**src/hdl/mhpq_pkg.sv**
```systemverilog
`timescale 1ns / 1ps
// ----------------------------------------------------------------------------
// mhpq_pkg
// Shared constants and controller/datapath interface types for the max-heap
// priority queue.
// ----------------------------------------------------------------------------
package mhpq_pkg;

  // Default number of heap entries
  localparam int unsigned CAPACITY_DEF = 256;

  // Field widths
  localparam int unsigned KEY_W     = 32;
  localparam int unsigned OP_W      = 2;
  localparam int unsigned CNT_OUT_W = 9;

  // Request opcodes (any other code behaves as a peek)
  localparam logic [OP_W-1:0] OP_PUSH = 2'd0;
  localparam logic [OP_W-1:0] OP_POP  = 2'd1;
  localparam logic [OP_W-1:0] OP_PEEK = 2'd2;

  // Commands from the controller to the datapath
  typedef struct packed {
    logic capture;     // latch opcode and key of an accepted request
    logic set_err;     // flag the request as an error
    logic push_start;  // open a hole at the end, grow the count
    logic pop_start;   // shrink the count, fetch the last entry
    logic load_key;    // take the last entry as the moving key
    logic up_move;     // move the parent down into the hole
    logic down_move;   // move the larger child up into the hole
    logic place;       // write the moving key into the hole
    logic load_out;    // load the result register
  } cmd_t;

  // Status from the datapath to the controller
  typedef struct packed {
    logic [OP_W-1:0] op;
    logic            empty;
    logic            full;
    logic            one;
    logic            up_gt;       // moving key beats its parent
    logic            up_at_root;  // parent of the hole is the root
    logic            down_go;     // larger child beats the moving key
  } sts_t;

endpackage

```
**src/hdl/mhpq_ctrl.sv**
```systemverilog
`timescale 1ns / 1ps
// ----------------------------------------------------------------------------
// mhpq_ctrl
// Controller: sequences decode, sift-up, sift-down and result hand-off.
// ----------------------------------------------------------------------------
module mhpq_ctrl
  import mhpq_pkg::*;
(
  input  logic clk_i,
  input  logic rst_ni,
  input  logic in_valid_i,
  output logic in_stall_o,
  output logic out_valid_o,
  input  logic out_stall_i,
  input  sts_t sts_i,
  output cmd_t cmd_o
);

  typedef enum logic [6:0] {
    S_IDLE    = 7'b0000001,
    S_DECODE  = 7'b0000010,
    S_UP      = 7'b0000100,
    S_DOWN_LD = 7'b0001000,
    S_DOWN    = 7'b0010000,
    S_PLACE   = 7'b0100000,
    S_FINISH  = 7'b1000000
  } state_e;

  state_e state_q, state_d;
  logic   out_valid_q, out_valid_d;

  // Next state and commands
  always_comb begin
    state_d     = state_q;
    out_valid_d = out_valid_q;
    cmd_o       = '0;
    if (out_valid_q && !out_stall_i) begin
      out_valid_d = 1'b0;
    end
    case (state_q)
      S_IDLE: begin
        if (in_valid_i) begin
          cmd_o.capture = 1'b1;
          state_d       = S_DECODE;
        end
      end
      S_DECODE: begin
        case (sts_i.op)
          OP_PUSH: begin
            if (sts_i.full) begin
              cmd_o.set_err = 1'b1;
              state_d       = S_FINISH;
            end else begin
              cmd_o.push_start = 1'b1;
              state_d          = sts_i.empty ? S_PLACE : S_UP;
            end
          end
          OP_POP: begin
            if (sts_i.empty) begin
              cmd_o.set_err = 1'b1;
              state_d       = S_FINISH;
            end else begin
              cmd_o.pop_start = 1'b1;
              state_d         = sts_i.one ? S_FINISH : S_DOWN_LD;
            end
          end
          default: state_d = S_FINISH;
        endcase
      end
      S_UP: begin
        if (sts_i.up_gt) begin
          cmd_o.up_move = 1'b1;
          state_d       = sts_i.up_at_root ? S_PLACE : S_UP;
        end else begin
          cmd_o.place = 1'b1;
          state_d     = S_FINISH;
        end
      end
      S_DOWN_LD: begin
        cmd_o.load_key = 1'b1;
        state_d        = S_DOWN;
      end
      S_DOWN: begin
        if (sts_i.down_go) begin
          cmd_o.down_move = 1'b1;
        end else begin
          cmd_o.place = 1'b1;
          state_d     = S_FINISH;
        end
      end
      S_PLACE: begin
        cmd_o.place = 1'b1;
        state_d     = S_FINISH;
      end
      S_FINISH: begin
        // Hand over once the result register is free or being drained
        if (!out_valid_q || !out_stall_i) begin
          cmd_o.load_out = 1'b1;
          out_valid_d    = 1'b1;
          state_d        = S_IDLE;
        end
      end
      default: state_d = S_IDLE;
    endcase
  end

  // State and result-valid registers
  always_ff @(posedge clk_i or negedge rst_ni) begin
    if (!rst_ni) begin
      state_q     <= S_IDLE;
      out_valid_q <= 1'b0;
    end else begin
      state_q     <= state_d;
      out_valid_q <= out_valid_d;
    end
  end

  assign in_stall_o  = (state_q != S_IDLE);
  assign out_valid_o = out_valid_q;

endmodule

```
**config.mk**
```make
export PLATFORM = sky130hd
export DESIGN_NAME = mhpq_ctrl
export DESIGN_NICKNAME = d
export VERILOG_FILES = /design/src/hdl/mhpq_pkg.sv /design/src/hdl/mhpq_ctrl.sv
export SDC_FILE = /design/constraint.sdc
export NUM_CORES = 1
export LEC_CHECK = 0
export ABC_AREA = 1
export BUFFER_PORTS_ARGS = -buffer_cell sky130_fd_sc_hd__buf_4
export CORE_MARGIN = 8
export CORE_UTILIZATION = 40
export CTS_BUF_LIST = sky130_fd_sc_hd__clkbuf_4 sky130_fd_sc_hd__clkbuf_8
export DETAILED_ROUTE_END_ITERATION = 10
export PLACE_DENSITY = 0.65
export SYNTH_ARGS = -nofsm -noshare
export SYNTH_HDL_FRONTEND = slang
export SYNTH_SLANG_ARGS = --single-unit
```
**constraint.sdc**
```tcl
create_clock -name clk_i -period 1.4 [get_ports clk_i]
set_clock_uncertainty 0.1 [all_clocks]
set_input_delay 0.14 -clock clk_i [delete_from_list [all_inputs] [get_ports clk_i]]
set_output_delay 0.14 -clock clk_i [all_outputs]
set_load 0.005 [all_outputs]
```
* Word level (Yosys, flattened, before mapping)
Cells that the tools add are included.
Storage, ports and cells: register bits after elaboration 8, bits of input ports 12, word-level logic and storage cells 54, output and inout bits 11
Cells by class: reductions and logical operators 6, eq/ne operators 12, muxes and demuxes 34
Operators by type and width (count):
- $mux 7 | 7
- $pmux 7 s7 | 1
- $mux 1 | 20
- $pmux 7 s2 | 1
- $mux 6 | 2
- $eq 7x1->1 const B | 1
- $eq 7x2->1 const B | 1
- $eq 7x3->1 const B | 1
- $eq 7x4->1 const B | 1
- $eq 7x5->1 const B | 1
- $eq 7x6->1 const B | 1
- $eq 7x7->1 const B | 1
- $ne 7x1->1 const B | 1
- $ne 2x2->1 const B | 3
- $mux 3 | 1
- $pmux 1 s3 | 1
- $reduce_and 3->1 | 1
- $eq 2x1->1 const B | 1
- $logic_not 1->1 | 2
- $logic_not 2->1 | 1
- $pmux 1 s2 | 1
- $logic_and 1x1->1 | 1
- $logic_or 1x1->1 | 1

* Longest topological paths before layout
word-level depth 5, gate-level depth with buffers 9, depth with buffers taken out 9

* Worst setup path before layout
No wires, ideal clock.
kind flip-flop to output port, start point register state_q[0], end point output cmd_o[8] (netlist bit), path slack 96 ps, arrival time 1064 ps, buffers on the path 0, data required time 1160 ps, cell stages (with the launch flop) 5, cell sequence dfstp_2 -> nand2_1 -> nor2_1 -> nand2_4 -> nor3_1
RTL lines:
- start: declaration | RTL line mhpq_ctrl.sv:29 | state_e state_q, state_d;
- start signal: assignment | RTL line mhpq_ctrl.sv:113 | state_q <= state_d;
- end: declaration | RTL line mhpq_ctrl.sv:16 | output cmd_t cmd_o

==> metrics.md <==
| Metric | Value |
|---|---|
| Tcrit/Tclk final | 120.8% |
| Post-Syn Nets | 106 |
| Max-slew violations | 0 |
| Mapped Cells | 94 |
| HPWL after detailed placement | 1.407 mm |
| Fin crit period | 1.692 ns |
| Max IR drop VDD | 0.8005 mV |
| Post-synthesis cell type count | 20 |
| Worst Max-Slew Pin Slew | 0.2817 ns |
| Routed Antenna Nets | 0 |
| Post-Syn Area | 629.4 sq um |
| Crit path kind | flop to primary output |
| Drt total wl | 1.913 mm |
| Met2 WL post-DR | 1.057 mm |
| Met3 wire length | 77 microns |
| Worst hold path class | input pin to flop |
| Synth Area in Compound Gates | 5.368% |
| Slowest CP cell | dfrtp_1 |
| CP max stage delay | 0.42 ns |
| Mean post-synth cell area | 6.695 sq um |
| Power Dens Cells | 1285 nW/um^2 |
| Status | finished, violations left |
| Cell mode on critical path | inv_2 |
| Yosys warns | 0 |
| Mux contribution to synthesized area | 0% |
| Num rows | 14 |
| Die X | 55.67 microns |
| Core Area | 1489 sq um |
| Fmax | 591.1 MHz |
| Setup crit end kind | primary output |
| CTS tree | done |
| Antenna diode count | 0 |
| DR DRC count | 0 |
| Critical Path Start Type | flop |
| Vias per std cell | 4.826 |
| Largest net degree at the start of global routing | 9 |
| CTS sink cnt | 8 |
| Die area | 3099 sq um |
| Synth Area in Adders | 0% |
| Die Y | 55.67 microns |
| Crit-path cells | inv_2, nand2_2, nor2_4, nand2_4, inv_4, nand3_4, inv_2, buf_6 |
| Placer's final routability congestion estimate | 0.7457 |
| Grt ovf | 0 |
| Starting Density | 42.27% |
| Post-Synth Simple-Gate Area | 50.70% |
| Synthesis-stage register bit count | 8 |
| Dpl cells | 137 |
| DR pass1 iterations | 4 |
| RSZ-0062 raised after global routing | yes |
| First-pass GRT wire length | 3.208 mm |
| P_leak | 0.6097 nW |
| Clock Path Buffers | 2 |
| Via count | 748 |
| Layout Cells excl Fill | 155 |
| Hold slack | 0.009053 ns |
| Delay-heaviest family, CP | simple AND/OR/NAND/NOR gates |
| Total CTS buffers | 3 |
| Port-buffer cells | 22 |
| WL met1 | 742 microns |
| I/O pin count | 23 |
| Nets@finish | 152 |
| Hold Violations, Final | 0 |
| Initial antenna violation count | 0 |
| Sequential area share after synthesis | 32.01% |
| Violated checks | setup timing |
| Clock transition at path regs | 0.06 ns |
| Setup slack after layout | -0.2918 ns |
| Clk Latency, worst-skew pair | 0.26 ns |
| DR top layer | met4 |
| CTS root buf | clkbuf_4 |
| WP buf/inv | 4 |
| Max-Cap Viols | 0 |
| Final-report setup violation count | 15 |
| Largest family of logic cells by synthesized area | simple AND/OR/NAND/NOR gates |
| Initial DRC Count | 15 |
| Worst EP arrival | 1.45 ns |
| Share of cells above drive strength 1 | 53.96% |
| Layout area overhead | 72.37% |
| Fillers | 111 |
| H-tree depth | 1 |
| CP Max Fanout | 6 |
| Total GRT Usage | 12.13% |
| WL per Instance | 12.34 microns |
| Max_slew headroom | 81.12% |
| Synth Area in XOR/XNOR | 0% |
| Vias in the first global route | 759 |
| CP Data Required Time | 1.16 ns |
state kept, by name (all words and copies together), names as in the netlist:
register and cells:
state_q 7, out_valid_o 1
where the power goes:
part           switching (W)  internal, W  total (W)  leakage [nW]
clock network      0.0000830     0.000129   0.000212        0.0184
registers          0.0000372     0.000288   0.000325         0.107
logic               0.000423     0.000434   0.000857         0.485
total               0.000543     0.000851    0.00139         0.610
final timing paths:
| path | from | endpoint | slack (ns) | cells past startpoint |
|---|---|---|---|---|
| worst min register to register | out_valid_o | out_valid_o | 0.41 | 2 |
| worst min-delay path | out_stall_i | out_valid_o | 0.009 | 3 |
| worst max register to register | state_q[0] | state_q[6] | -0.22 | 12 |
| max in group asynchronous | rst_ni | state_q[0] | 0.85 | 2 |
| worst max-delay path | state_q[5] | cmd_o[6] | -0.29 | 8 |
| min in group asynchronous | rst_ni | state_q[6] | 0.13 | 2 |
placed cells by master, fill, tap and decap left out, drive strengths merged:
cell type	synthesis	final
buf	0	38
clkbuf	0	4
nor3	3	3
inv	20	20
o211ai	1	1
o21ai	1	1
nor4	2	2
dfstp	1	1
nand3	8	8
nand3b	1	1
nand2	30	30
a21oi	1	1
dlygate4sd3	0	3
nor2	18	18
dfrtp	7	7
o22ai	1	1
area by class of cell:
cell class              instances  area (sq um)  share of cell area (%)
repair buffers                 41         341.6                   31.49
inverters                      20         77.57                   7.151
multi-input cells              66         414.1                   38.18
flip-flops and latches          8         201.4                   18.57
well taps                      16         20.02                   1.845
clock buffers                   4         30.03                   2.768
tightest hold or removal path, cell delays in order:
cell     delay (ns)
buf_4          0.07
nand2_1        0.05
nand2_1        0.07
cell families after synthesis:
group                  Yosys count
buffers and inverters           20
AOI/OAI and AO/OA                4
DFF                              8
and+or+nand+nor                 62
per-layer routing:
metal,track usage (%),up-vias
li1,-,378
met1,12.27,348
met2,23.08,18
met3,2.283,4
met4,5.282,0
met5,0,-
cells in the mapped netlist:
cell type | number | share of area, %
nand3_2 | 2 | 3.2
dfrtp_1 | 7 | 28
a21oi_1 | 1 | 0.79
o22ai_2 | 1 | 2.0
nand3_1 | 6 | 4.8
o21ai_2 | 1 | 1.4
nand2_1 | 25 | 15
nor2_8 | 1 | 3.2
nor2_1 | 13 | 7.8
inv_2 | 3 | 1.8
nand3b_1 | 1 | 1.2
nor3_1 | 3 | 2.4
o211ai_1 | 1 | 1.2
nor4_1 | 2 | 2.0
dfstp_2 | 1 | 4.2
nor2_2 | 3 | 3.0
nand2_2 | 3 | 3.0
nand2_4 | 2 | 3.6
nor2_4 | 1 | 1.8
inv_1 | 17 | 10
metrics by stage:
stage | utilization [%] | setup TNS, ns | instance area (sq um) | setup WS [ns] | power [W]
after CTS | 68.24 | -3.043 | 1016 | -0.3080 | 0.001307
after detailed placement | 57.23 | -0.06818 | 852.1 | -0.02645 | 0.0009207
after floorplan | - | 0 | 629.4 | 0.09569 | 0.0006868
final | 72.86 | -3.312 | 1085 | -0.2918 | 0.001394
after global routing | 72.86 | -4.477 | 1085 | -0.3732 | 0.001494
after global placement | 57.23 | -0.02915 | 852.1 | -0.01462 | 0.0009088
what timing repair did:
item	CTS	global route
endpoints found under the setup margin	12	16
pin swaps	8	3
endpoints found under the hold margin	10	0
gates resized for setup	16	9
hold buffers	3	0
buffers inserted	6	5
No activity file was read; power rests on OpenSTA's default activity.
